## src/hdl/ftra_pkg.sv

```systemverilog
package ftra_pkg;

  localparam int unsigned MAX_RESULTS = 16;
  localparam int unsigned NW = $clog2(MAX_RESULTS + 1);

  localparam logic CMD_ARRIVE  = 1'b0;
  localparam logic CMD_RELEASE = 1'b1;

  localparam logic CFG_SEAT_CAP = 1'b0;
  localparam logic CFG_SLOT_CAP = 1'b1;

  localparam logic [7:0] SEAT_CAP_RST = 8'd15;
  localparam logic [7:0] SLOT_CAP_RST = 8'd5;
  localparam logic [7:0] TICKET_RST   = 8'd1;

  localparam logic [2:0] ST_ADMITTED  = 3'd0;
  localparam logic [2:0] ST_QUEUED    = 3'd1;
  localparam logic [2:0] ST_FULL      = 3'd2;
  localparam logic [2:0] ST_TOO_LARGE = 3'd3;
  localparam logic [2:0] ST_RELEASED  = 3'd4;
  localparam logic [2:0] ST_UNDERFLOW = 3'd5;

  typedef struct packed {
    logic [2:0] status;
    logic [7:0] ticket;
    logic [3:0] size;
    logic [7:0] free_seats;
    logic [7:0] free_slots;
  } result_t;

  typedef struct packed {
    logic push;
    logic pop;
  } qctl_t;

endpackage

```

## src/hdl/ftra_queue.sv

```systemverilog
module ftra_queue #(
  parameter int unsigned DEPTH = 16
) (
  input  logic                         clk,
  input  logic                         rst_n,
  input  ftra_pkg::qctl_t              ctl,
  input  logic [3:0]                   push_size,
  input  logic [7:0]                   push_ticket,
  output logic [$clog2(DEPTH+1)-1:0]   count,
  output logic [3:0]                   head_size,
  output logic [7:0]                   head_ticket
);

  localparam int unsigned IW = $clog2(DEPTH);
  localparam int unsigned CW = $clog2(DEPTH + 1);
  localparam int unsigned SW = CW + 1;

  logic [3:0]    mem_size   [DEPTH];
  logic [7:0]    mem_ticket [DEPTH];
  logic [IW-1:0] head_r, head_nxt;
  logic [CW-1:0] count_r, count_nxt;
  logic [SW-1:0] tail_sum;
  logic [IW-1:0] tail;
  logic [3:0]    rd_size_r;
  logic [7:0]    rd_ticket_r;

  always_comb begin
    tail_sum = SW'(head_r) + SW'(count_r);
    if (tail_sum >= SW'(DEPTH)) begin
      tail = IW'(tail_sum - SW'(DEPTH));
    end else begin
      tail = IW'(tail_sum);
    end
    head_nxt  = head_r;
    count_nxt = count_r;
    if (ctl.push) begin
      count_nxt = count_r + CW'(1);
    end else if (ctl.pop) begin
      count_nxt = count_r - CW'(1);
      head_nxt  = (head_r == IW'(DEPTH - 1)) ? '0 : head_r + IW'(1);
    end
  end

  always_ff @(posedge clk) begin
    if (!rst_n) begin
      head_r  <= '0;
      count_r <= '0;
    end else begin
      head_r  <= head_nxt;
      count_r <= count_nxt;
    end
  end

  always_ff @(posedge clk) begin
    if (ctl.push) begin
      mem_size[tail]   <= push_size;
      mem_ticket[tail] <= push_ticket;
    end
    rd_size_r   <= mem_size[head_r];
    rd_ticket_r <= mem_ticket[head_r];
  end

  assign count       = count_r;
  assign head_size   = rd_size_r;
  assign head_ticket = rd_ticket_r;

  a_no_push_pop: assert property (@(posedge clk) disable iff (!rst_n)
    !(ctl.push && ctl.pop)) else $error("queue push and pop together");
  a_no_overflow: assert property (@(posedge clk) disable iff (!rst_n)
    ctl.push |-> count_r < CW'(DEPTH)) else $error("queue overflow");
  a_no_underflow: assert property (@(posedge clk) disable iff (!rst_n)
    ctl.pop |-> count_r != '0) else $error("queue underflow");

endmodule

```

## src/hdl/fifo_two_resource_admission.sv

```systemverilog
// Channel  Dir  Fields
// in_      in   tuser: command; tdata: group_size [3:0]
// out_     out  tuser: status; tdata: ticket, granted_size, free_seats, free_slots;
//                tlast: last
// cfg_     in   index 0 seat_capacity, index 1 slot_capacity
// Arrival: accept, then decide and register the result.
// Release: accept, then check and free the use counts (underflow ends there);
// each head needs a registered queue read and a pass through the fit compare.
// Reset (rst_n, synchronous) empties the queue, clears use counts, ticket 1.
// A beat waiting in the output register holds the sequencer only where it must
// emit a result; in_tready is high whenever the sequencer is idle.
module fifo_two_resource_admission #(
  parameter int unsigned QUEUE_DEPTH = 16
) (
  input  logic        clk,
  input  logic        rst_n,
  input  logic        in_tvalid,
  output logic        in_tready,
  input  logic [7:0]  in_tdata,   // [3:0] group_size
  input  logic        in_tuser,   // command
  output logic        out_tvalid,
  input  logic        out_tready,
  output logic [31:0] out_tdata,  // [7:0] ticket, [11:8] granted_size,
                                  // [19:12] free_seats, [27:20] free_slots
  output logic [2:0]  out_tuser,  // status
  output logic        out_tlast,
  input  logic        cfg_we,
  input  logic        cfg_index,
  input  logic [7:0]  cfg_wdata
);

  localparam int unsigned CW = $clog2(QUEUE_DEPTH + 1);
  localparam int unsigned NW = ftra_pkg::NW;

  localparam logic [1:0] S_IDLE  = 2'd0;
  localparam logic [1:0] S_EXEC  = 2'd1;
  localparam logic [1:0] S_WAIT  = 2'd2;
  localparam logic [1:0] S_DRAIN = 2'd3;

  logic [1:0]        state_r, state_nxt;
  logic              cmd_r, cmd_nxt;
  logic [3:0]        size_r, size_nxt;
  logic [7:0]        tkt_r, tkt_nxt;
  logic [7:0]        seats_r, seats_nxt;
  logic [7:0]        slots_r, slots_nxt;
  logic [7:0]        seat_cap_r, slot_cap_r;
  logic [NW-1:0]     n_r, n_nxt;
  logic              pend_vld_r, pend_vld_nxt;
  ftra_pkg::result_t pend_r, pend_nxt;
  logic              out_vld_r, out_vld_nxt;
  logic              out_last_r, out_last_nxt;
  ftra_pkg::result_t out_r, out_nxt;

  ftra_pkg::qctl_t   qctl;
  logic [CW-1:0]     q_count;
  logic [3:0]        q_size;
  logic [7:0]        q_ticket;

  logic [7:0]        fs, fsl, size8, hs8;
  logic              slot_free, fit;

  ftra_queue #(.DEPTH(QUEUE_DEPTH)) u_queue (
    .clk         (clk),
    .rst_n       (rst_n),
    .ctl         (qctl),
    .push_size   (size_r),
    .push_ticket (tkt_r),
    .count       (q_count),
    .head_size   (q_size),
    .head_ticket (q_ticket)
  );

  always_comb begin
    fs        = (seats_r >= seat_cap_r) ? 8'd0 : seat_cap_r - seats_r;
    fsl       = (slots_r >= slot_cap_r) ? 8'd0 : slot_cap_r - slots_r;
    size8     = {4'd0, size_r};
    hs8       = {4'd0, q_size};
    slot_free = !out_vld_r || out_tready;
    fit       = (q_count != '0) && (n_r < NW'(ftra_pkg::MAX_RESULTS)) &&
                (fs >= hs8) && (fsl != 8'd0);

    state_nxt    = state_r;
    cmd_nxt      = cmd_r;
    size_nxt     = size_r;
    tkt_nxt      = tkt_r;
    seats_nxt    = seats_r;
    slots_nxt    = slots_r;
    n_nxt        = n_r;
    pend_vld_nxt = pend_vld_r;
    pend_nxt     = pend_r;
    out_vld_nxt  = out_vld_r && !out_tready;
    out_last_nxt = out_last_r;
    out_nxt      = out_r;
    qctl         = '0;
    in_tready    = 1'b0;

    unique case (state_r)
      S_IDLE: begin
        in_tready = 1'b1;
        if (in_tvalid) begin
          cmd_nxt   = in_tuser;
          size_nxt  = in_tdata[3:0];
          state_nxt = S_EXEC;
        end
      end
      S_EXEC: begin
        if (cmd_r == ftra_pkg::CMD_ARRIVE) begin
          if (slot_free) begin
            tkt_nxt      = tkt_r + 8'd1;
            out_vld_nxt  = 1'b1;
            out_last_nxt = 1'b1;
            out_nxt      = '{status: ftra_pkg::ST_QUEUED, ticket: tkt_r,
                             size: size_r, free_seats: fs, free_slots: fsl};
            state_nxt    = S_IDLE;
            if (size8 > seat_cap_r) begin
              out_nxt.status = ftra_pkg::ST_TOO_LARGE;
            end else if (q_count == '0 && fs >= size8 && fsl != 8'd0) begin
              seats_nxt          = seats_r + size8;
              slots_nxt          = slots_r + 8'd1;
              out_nxt.status     = ftra_pkg::ST_ADMITTED;
              out_nxt.free_seats = fs - size8;
              out_nxt.free_slots = fsl - 8'd1;
            end else if (q_count == CW'(QUEUE_DEPTH)) begin
              out_nxt.status = ftra_pkg::ST_FULL;
            end else begin
              qctl.push = 1'b1;
            end
          end
        end else if (seats_r < size8 || slots_r == 8'd0) begin
          if (slot_free) begin
            out_vld_nxt  = 1'b1;
            out_last_nxt = 1'b1;
            out_nxt      = '{status: ftra_pkg::ST_UNDERFLOW, ticket: 8'd0,
                             size: size_r, free_seats: fs, free_slots: fsl};
            state_nxt    = S_IDLE;
          end
        end else begin
          seats_nxt    = seats_r - size8;
          slots_nxt    = slots_r - 8'd1;
          n_nxt        = '0;
          pend_vld_nxt = 1'b0;
          state_nxt    = S_WAIT;
        end
      end
      S_WAIT: begin
        state_nxt = S_DRAIN;
      end
      S_DRAIN: begin
        if (fit) begin
          if (!pend_vld_r || slot_free) begin
            if (pend_vld_r) begin
              out_vld_nxt  = 1'b1;
              out_last_nxt = 1'b0;
              out_nxt      = pend_r;
            end
            pend_vld_nxt = 1'b1;
            pend_nxt     = '{status: ftra_pkg::ST_ADMITTED, ticket: q_ticket,
                             size: q_size, free_seats: fs - hs8,
                             free_slots: fsl - 8'd1};
            seats_nxt    = seats_r + hs8;
            slots_nxt    = slots_r + 8'd1;
            qctl.pop     = 1'b1;
            n_nxt        = n_r + NW'(1);
            state_nxt    = S_WAIT;
          end
        end else if (slot_free) begin
          out_vld_nxt  = 1'b1;
          out_last_nxt = 1'b1;
          if (pend_vld_r) begin
            out_nxt = pend_r;
          end else begin
            out_nxt = '{status: ftra_pkg::ST_RELEASED, ticket: 8'd0,
                        size: size_r, free_seats: fs, free_slots: fsl};
          end
          pend_vld_nxt = 1'b0;
          state_nxt    = S_IDLE;
        end
      end
      default: state_nxt = S_IDLE;
    endcase
  end

  always_ff @(posedge clk) begin
    if (!rst_n) begin
      state_r    <= S_IDLE;
      tkt_r      <= ftra_pkg::TICKET_RST;
      seats_r    <= '0;
      slots_r    <= '0;
      n_r        <= '0;
      pend_vld_r <= 1'b0;
      out_vld_r  <= 1'b0;
      seat_cap_r <= ftra_pkg::SEAT_CAP_RST;
      slot_cap_r <= ftra_pkg::SLOT_CAP_RST;
    end else begin
      state_r    <= state_nxt;
      tkt_r      <= tkt_nxt;
      seats_r    <= seats_nxt;
      slots_r    <= slots_nxt;
      n_r        <= n_nxt;
      pend_vld_r <= pend_vld_nxt;
      out_vld_r  <= out_vld_nxt;
      if (cfg_we) begin
        unique case (cfg_index)
          ftra_pkg::CFG_SEAT_CAP: seat_cap_r <= cfg_wdata;
          ftra_pkg::CFG_SLOT_CAP: slot_cap_r <= cfg_wdata;
          default: ;
        endcase
      end
    end
  end

  always_ff @(posedge clk) begin
    cmd_r      <= cmd_nxt;
    size_r     <= size_nxt;
    pend_r     <= pend_nxt;
    out_r      <= out_nxt;
    out_last_r <= out_last_nxt;
  end

  assign out_tvalid = out_vld_r;
  assign out_tuser  = out_r.status;
  assign out_tlast  = out_last_r;
  assign out_tdata  = {4'd0, out_r.free_slots, out_r.free_seats, out_r.size, out_r.ticket};

  a_pend_in_drain: assert property (@(posedge clk) disable iff (!rst_n)
    pend_vld_r |-> (state_r == S_WAIT || state_r == S_DRAIN))
    else $error("pending result outside drain");
  a_drain_limit: assert property (@(posedge clk) disable iff (!rst_n)
    n_r <= NW'(ftra_pkg::MAX_RESULTS)) else $error("drain limit exceeded");
  a_ticket_step: assert property (@(posedge clk) disable iff (!rst_n)
    (state_r == S_EXEC && cmd_r == ftra_pkg::CMD_ARRIVE && slot_free)
    |=> tkt_r == $past(tkt_r) + 8'd1) else $error("ticket not advanced");
  a_pop_gated: assert property (@(posedge clk) disable iff (!rst_n)
    qctl.pop |-> (state_r == S_DRAIN && slots_r < slot_cap_r))
    else $error("admission without a free slot");

endmodule
```

## config.mk

```make
export PLATFORM = sky130hd
export DESIGN_NAME = fifo_two_resource_admission
export DESIGN_NICKNAME = d
export VERILOG_FILES = /design/src/hdl/ftra_pkg.sv /design/src/hdl/ftra_queue.sv /design/src/hdl/fifo_two_resource_admission.sv
export SDC_FILE = /design/constraint.sdc
export NUM_CORES = 1
export LEC_CHECK = 0
export ABC_AREA = 1
export BUFFER_PORTS_ARGS = -buffer_cell sky130_fd_sc_hd__buf_4
export CELL_PAD_IN_SITES_DETAIL_PLACEMENT = 0
export CELL_PAD_IN_SITES_GLOBAL_PLACEMENT = 1
export CORE_MARGIN = 2
export CORE_UTILIZATION = 50
export DETAILED_ROUTE_END_ITERATION = 16
export GPL_TIMING_DRIVEN = 0
export PLACE_DENSITY_LB_ADDON = 0.25
export SLEW_MARGIN = 20
export SYNTH_ARGS = -nofsm -noshare
export SYNTH_HDL_FRONTEND = slang
export SYNTH_SLANG_ARGS = --single-unit
```

## constraint.sdc

```tcl
create_clock -name clk -period 14.9 [get_ports clk]
set_input_delay 0.745 -clock clk [delete_from_list [all_inputs] [get_ports clk]]
set_output_delay 0.745 -clock clk [all_outputs]
set_load 0.01 [all_outputs]
```

After elaboration in Yosys (flattened, before gate mapping)
Memory sizes are Yosys's and may differ from the RTL's. A register that Yosys moved wholly into a read port is not among the register bits. Index checks and enable logic that the tools add are counted. W data, S select, Z words.

Bits in latches: 0. Flip-flop bits (word level): 123. Memories kept: 2. Word-level logic and storage cells: 184. Bits in read-only memories: 0. Input port bits: 23. RAM bits: 192.

Equality and inequality tests: 19. Multiply operators: 0. Bitwise gates (word level): 3. Divide/modulo/power cells: 0. Add/subtract/negate cells: 17. Order comparisons: 8. Shift operators: 0. Multiplexer cells: 81. Reductions and logical operators: 31.

Memories: u_queue.mem_ticket (depth 16, width 8, rd ports 1, clocked after Yosys merged registers in 1, write ports 1, RTL line ftra_queue.sv:19) `logic [7:0] mem_ticket [DEPTH];`; u_queue.mem_size (depth 16, width 4, rd ports 1, clocked after Yosys merged registers in 1, write ports 1, RTL line ftra_queue.sv:18) `logic [3:0] mem_size [DEPTH];`.

Operator list (count): $mux W31 (9); $mux W8 (16); $pmux W31 S2 (1); $mux W16 (2); $pmux W8 S2 (2); $mux W5 (6); $mux W1 (29); $ne A3 B3 Y1 const B (9); $sub A8 B4 Y8 (3); $mux W2 (9); $add A8 B1 Y8 const B (2); $add A8 B4 Y8 (2); $ge A8 B4 Y1 (2); $ge A8 B8 Y1 (2); $sub A8 B1 Y8 const B (2); $sub A8 B8 Y8 (2); $reduce_and A7 Y1 (2); $add A5 B1 Y5 const B (2); $ne A2 B2 Y1 const B (5); $pmux W5 S2 (1); $reduce_and A2 Y1 (5); $reduce_and A5 Y1 (2); $gt A4 B8 Y1 (1); $logic_not A8 Y1 (1); other kinds (25) (42).

Depth between registers and ports, before layout
Depth in word-level cells: 12. Mapped depth: 27. Depth with buffers taken out: 27.

Cells and area by module
Synthesis repeated with hierarchy kept, for this count alone.

Cells, all modules: 1904. Area, all modules: 16900.0 µm².

By module, submodules not included: ftra_queue (seq. area each 6185.9 µm², area an instance 9327.7 µm², times used 1, cells each 943); fifo_two_resource_admission (seq. area each 2932.8 µm², area an instance 7572.3 µm², times used 1, cells each 961).

Least setup slack after synthesis
OpenSTA, ideal clock, no wires.

Path kind: register to register. Start: register seats_r[4]. End: register out_r, in the netlist out_tdata[0], enable pin. Data required time: 14442 ps. Cell stages (with the launch flop): 21. Slack: 9089 ps. Buffers on the path: 1. Arrival time: 5353 ps. Cell sequence: dfxtp_1 > clkbuf_1 > inv_1 > ha_1 > nand2_1 > nor2_2 > nand3_1 > nand3_2 > nand2_4 > or2_2 > ha_1 > fa_1 > nor3_1 > nor3_1 > nand3_2 > nand3_4 > nand3_1 > nand2_1 > inv_1 > nand2_1 > nor3_1.

Longest elaborated chain between the ends: 7. Elaborated cells on any way between the ends: 14. Classes of those cells: 1 x add/sub; 3 x order compare; 5 x eq/ne; 1 x mux; 4 x reduce/logical.

Ends and longest elaborated chain: start: declaration (RTL line fifo_two_resource_admission.sv:44) `logic [7:0] seats_r, seats_nxt;`; start signal: assignment (RTL line fifo_two_resource_admission.sv:197) `seats_r <= seats_nxt;`; $sub A8 B8 Y8 / $ge A8 B8 Y1 (equally long branches) (RTL line fifo_two_resource_admission.sv:74) `fs = (seats_r >= seat_cap_r) ? 8'd0 : seat_cap_r - seats_r;`; $mux W8 (RTL line fifo_two_resource_admission.sv:74); $ge A8 B4 Y1 (RTL line fifo_two_resource_admission.sv:80) `(fs >= hs8) && (fsl != 8'd0);`; $logic_and A1 B1 Y1 (RTL line fifo_two_resource_admission.sv:79) `fit = (q_count != '0) && (n_r < NW'(ftra_pkg::MAX_RESULTS)) &&`; $logic_and A1 B1 Y1 (RTL line fifo_two_resource_admission.sv:80); $ne A3 B3 Y1 (no line); $reduce_and A7 Y1 (no line) (*); end signal: assignment (RTL line fifo_two_resource_admission.sv:216) `out_r <= out_nxt;`; end: declaration (RTL line fifo_two_resource_admission.sv:52) `ftra_pkg::result_t out_r, out_nxt;`.

Mark *: on every way between the ends. The rest lies on a longest branch, timed or not. A chain may end at the register's enable or synchronous reset.

Worst setup path after layout
Start: register seats_r[4]. End: memory u_queue.mem_ticket[9][1], enable pin.

Longest elaborated chain between the ends: 12. Elaborated cells on any way between the ends: 13. Classes of those cells: 1 x add/sub; 2 x order compare; 8 x mux; 2 x reduce/logical.

Ends and longest elaborated chain: $sub A8 B8 Y8 / $ge A8 B8 Y1 (equally long branches) (RTL line fifo_two_resource_admission.sv:74); $mux W8 (*) (RTL line fifo_two_resource_admission.sv:74); $ge A8 B4 Y1 (*) (RTL line fifo_two_resource_admission.sv:117) `end else if (q_count == '0 && fs >= size8 && fsl != 8'd0) begin`; $logic_and A1 B1 Y1 (*) (2 in series) (RTL line fifo_two_resource_admission.sv:117); $mux W1 (*) (RTL line fifo_two_resource_admission.sv:117); $mux W1 (*) (RTL line fifo_two_resource_admission.sv:115) `if (size8 > seat_cap_r) begin`; $mux W1 (*) (RTL line fifo_two_resource_admission.sv:108) `if (slot_free) begin`; $mux W1 (*) (RTL line fifo_two_resource_admission.sv:107) `if (cmd_r == ftra_pkg::CMD_ARRIVE) begin`; $mux W1 (*) (RTL line fifo_two_resource_admission.sv:97) `unique case (state_r)`; $mux W1 (*) (RTL line ftra_queue.sv:55) `if (ctl.push) begin`; $mux W1 (not written as such) (*) (RTL line ftra_queue.sv:57) `mem_ticket[tail] <= push_ticket;`; end: declaration (RTL line ftra_queue.sv:19).

Marked as above.

==> run summary <==
The clock tree buffer depth was 3; the total global-route track usage was 25.2%. In this run the tightest slew margin relative to its limit is 27.2%. The largest stage delay on the critical path is 870 ps, and the leakage power total is 6.97 nW. The number of antenna diodes in the final layout is 0.

Counting the buffers created by CTS gives 35. The first TritonRoute pass finished after 5 iterations. The minimum clock period came out at 5370 ps.

TritonCTS built the clock tree. The largest individual stage delay along the critical path comes from the cell sky130_fd_sc_hd__nor2_1. The endpoint kind of the worst setup timing path is a register. End of the worst register-to-register path: u_queue.mem_ticket[9][1]. The number of input and output port buffers inserted is 52, and the final period utilization is 36.0%. The detailed router placed 11686 vias in this run. For the clock sink total, the log shows 327. The run gives 61 as the number of top-level pins.

The synthesized design spends more area on one cell type than any other, namely sky130_fd_sc_hd__edfxtp_1. The pin count of the biggest net entering global routing was 22; the die height was 181 µm. The worst hold path begins at u_queue.head_ticket[5]. The first global-routing pass estimated 63300 µm of wire.

The post-cts resize count came out at 0. Once detail routing completed, the nets flagged for antenna violations numbered 0. The run finished with clean final reports. The final hold violation count came out at 0.

The library cell used most frequently in the layout, excluding fill and tap cells, is sky130_fd_sc_hd__edfxtp_1. At the end of routability-driven placement, the weighted congestion stood at 0.912. The floorplan step defined a die boundary enclosing 32900 µm². The min-delay analysis places its worst path in the category reg -> reg. The level count of the clock H-tree is 2.

After detailed routing, the total wire length is 41000 µm. The tools report the post-cts hold buffer count as 0. Mean cell area of the mapped netlist: 9.97 µm². On the final layout, the worst hold slack is 401 ps.

The final instance count without filler cells is 2097, and the portion of synthesized cell area occupied by the leading cell type is 49.1%. The transition time of the tightest slew-check pin works out to 1090 ps. The run gives 0 as the total global routing overflow. The average vias per placed instance was 5.57. The run gives 0 as the count of final setup violators. Along the worst hold path, the cell count comes to 0.

The global routing usage on met2 was 37.8%; the area inside the core boundary was 30700 µm². After clock tree synthesis, the clock-pin slew on the worst setup and hold paths is 60 ps. Counting cells, the worst reg-to-reg path comes to 21. Timing would allow up to 0.186 GHz. The worst setup path is of the reg -> reg kind.

Counting tap cells, the placed design contains a total of 2033 instances. Clock tree synthesis selected as its root buffer the cell sky130_fd_sc_hd__clkbuf_16. Once layout is complete, the utilization of the core stands at 57.9%. In the global route stage, met3 resource usage came out at 5.26%.

For the worst setup path, the data required time is 15030 ps. For the portion of the post-synthesis area used by sequential elements, the log shows 58.0%. Number of global-route vias before repair: 11101. Setup repair after global routing left no endpoint under its margin. Sum of negative setup slack: 0 ps.

At the end of the flow, the number of nets in the layout was 1760. In this run the power density over the cells is 149 nW/µm². The number of max-cap violations was 0.

Number of antenna violations at the first check in global routing: 0. Counting every instance in the synthesized netlist gives 1577. The clock skew is 18.8 ps, and the setup fix buffers added after clock tree synthesis is 0. The worst-case IR drop observed on VDD is 0.000105 V. For this run, design rule violations remaining after detail routing come to 0.

For the worst setup path, the data arrival time is 5500 ps. Of the cells placed in the final design, the portion with a size suffix greater than 1 is 9.82%. The row count was 64. The worst register-to-register path begins at seats_r[4]. In this run, the number of DRC markers left after iteration 0 of detailed routing was 1174. Walking the worst path, the cells encountered are clkbuf_1, inv_1, ha_1, nand2_1, nor2_2, nand3_1, nand3_2, nand2_4, inv_1, o21ai_0, a21oi_1, ha_1, nand2_1, o21ai_0, a41oi_1, nand3_2, nand3_4, nand2_1, inv_1, nand3_1, nor2_1.

STA classifies the critical path startpoint as a register. Routing layer with the top usage in global route: met2. For the count of yosys warnings during synthesis, the log shows 0.

The layout-stage area growth over the synthesis result came out at 13.2%. The number of max-slew violations in the final report came out at 0. The netlist uses 50 different library cells.

The logs give 37.4% for the global-route met1 utilization and 15700 µm² for the netlist area before placement. The slack of the worst reg-to-reg path is 9530 ps, and the width of the die is 181 µm. Once detailed placement completed, the half-perimeter wirelength came to 29000 µm. The sum of internal, switching and leakage power was 2.64 mW; the synthesis-stage register bit count was 327. After synthesis, the cell types taking the most area are sky130_fd_sc_hd__edfxtp_1 (49%), sky130_fd_sc_hd__dfxtp_1 (8.9%), sky130_fd_sc_hd__nand2_1 (5.8%), sky130_fd_sc_hd__nor2_1 (5.3%), sky130_fd_sc_hd__o21ai_0 (5.1%). The maximum fanout count along the critical path is 12.

The top cell types in the final layout, fill and taps aside, are sky130_fd_sc_hd__edfxtp_1 (257), sky130_fd_sc_hd__nand2_1 (242), sky130_fd_sc_hd__nor2_1 (210). The average detailed-routed wire length per instance was 19.6 µm; the effective utilization at floorplan was 51.1%. The clock latency of the later-clocked register in the worst-skew pair is 530 ps. For hold timing, the worst endpoint is pend_r[25].
-- area by class of cell --
| type | count | area, µm² |
|---|---|---|
| fill | 2714 | 13000 |
| inverter | 145 | 547 |
| timing repair buffer | 57 | 443 |
| buffer | 64 | 285 |
| clock buffer | 49 | 950 |
| sequential | 327 | 9120 |
| tap | 396 | 495 |
| multi-input combinational | 1044 | 5820 |
| clock inverter | 15 | 134 |
-- worst max path at each step --
stage,start,to,slack [ps]
CTS,seats_r[4],u_queue.mem_ticket[5][7],9490
global route,seats_r[6],u_queue.mem_ticket[9][1],9100
finish,seats_r[4],u_queue.mem_ticket[9][1],9530
floorplan,seats_r[4],out_tdata[0],9090
global placement,seats_r[4],out_tdata[26],7080
detailed placement,seats_r[4],u_queue.mem_ticket[5][2],9490
-- per-stage QoR --
stage | area (µm²) | setup WS [ps]
floorplan | 15700 | 9090
global placement | 16600 | 7080
detailed placement | 16700 | 9490
CTS | 17800 | 9490
global route | 17800 | 9100
finish | 17800 | 9530
-- critical path, delay by kind of cell (launching register included) --
kind	cells	cell delay, ps
buffers and inverters	4	750
AND/OR/NAND/NOR	11	2210
adder cells (fa/ha/maj)	2	810
AO/OA/AOI/OAI	4	910
flip-flops	1	300
-- cells by family after synthesis --
family                   after synthesis  share of synthesized area (%)
flip-flops                           327                           58.0
other                                  1                         0.0239
multiplexers                           1                         0.0637
adder cells (fa/ha/maj)               63                           5.44
XOR/XNOR                              48                           2.67
AND/OR/NAND/NOR                      614                           17.0
AO/OA/AOI/OAI                        314                           11.4
buffers and inverters                209                           5.29
-- routing by layer --
layer | vias up | part of all wire (%)
met5 | - | 0
met4 | 0 | 1.6
met3 | 49 | 8.5
met2 | 434 | 43
met1 | 5557 | 47
li1 | 5646 | -
-- synthesized netlist by cell type, drive strengths merged --
library cell  instances
buf                  14
a22oi                12
o221ai               18
or2                   5
xor2                 43
xnor2                 5
o21ba                 1
nand4                10
and3                  1
a211oi                3
o21bai                1
conb                  1
mux2i                 1
nand3b                7
inv                 143
a41oi                 2
nand2               251
o211ai               16
a22o                  1
nand3                78
o31ai                 3
nor4                  6
edfxtp              257
a21oi                56
dfxtp                70
and2                  1
clkinv                2
ha                   54
nor2                237
o21ai               164
o21a                  1
clkbuf               50
o22ai                32
fa                    9
nor3                 18
a21o                  4
-- where the power goes --
group          switching (mW)  internal (mW)  leakage, nW
clock network           0.351          0.482        0.530
logic                   0.456          0.250         3.49
registers              0.0416           1.06         2.95
total                   0.849           1.79         6.97
-- flip-flops by register name, summed over array words and instances (netlist names), 5 cells and up --
name	flops
n_r	5
u_queue.mem_ticket	128
seats_r	8
out_tdata	28
u_queue.count	5
slots_r	8
u_queue.head_ticket	8
tkt_r	8
pend_r	28
seat_cap_r	8
slot_cap_r	8
u_queue.mem_size	64
(Power assumes the default switching activity.)
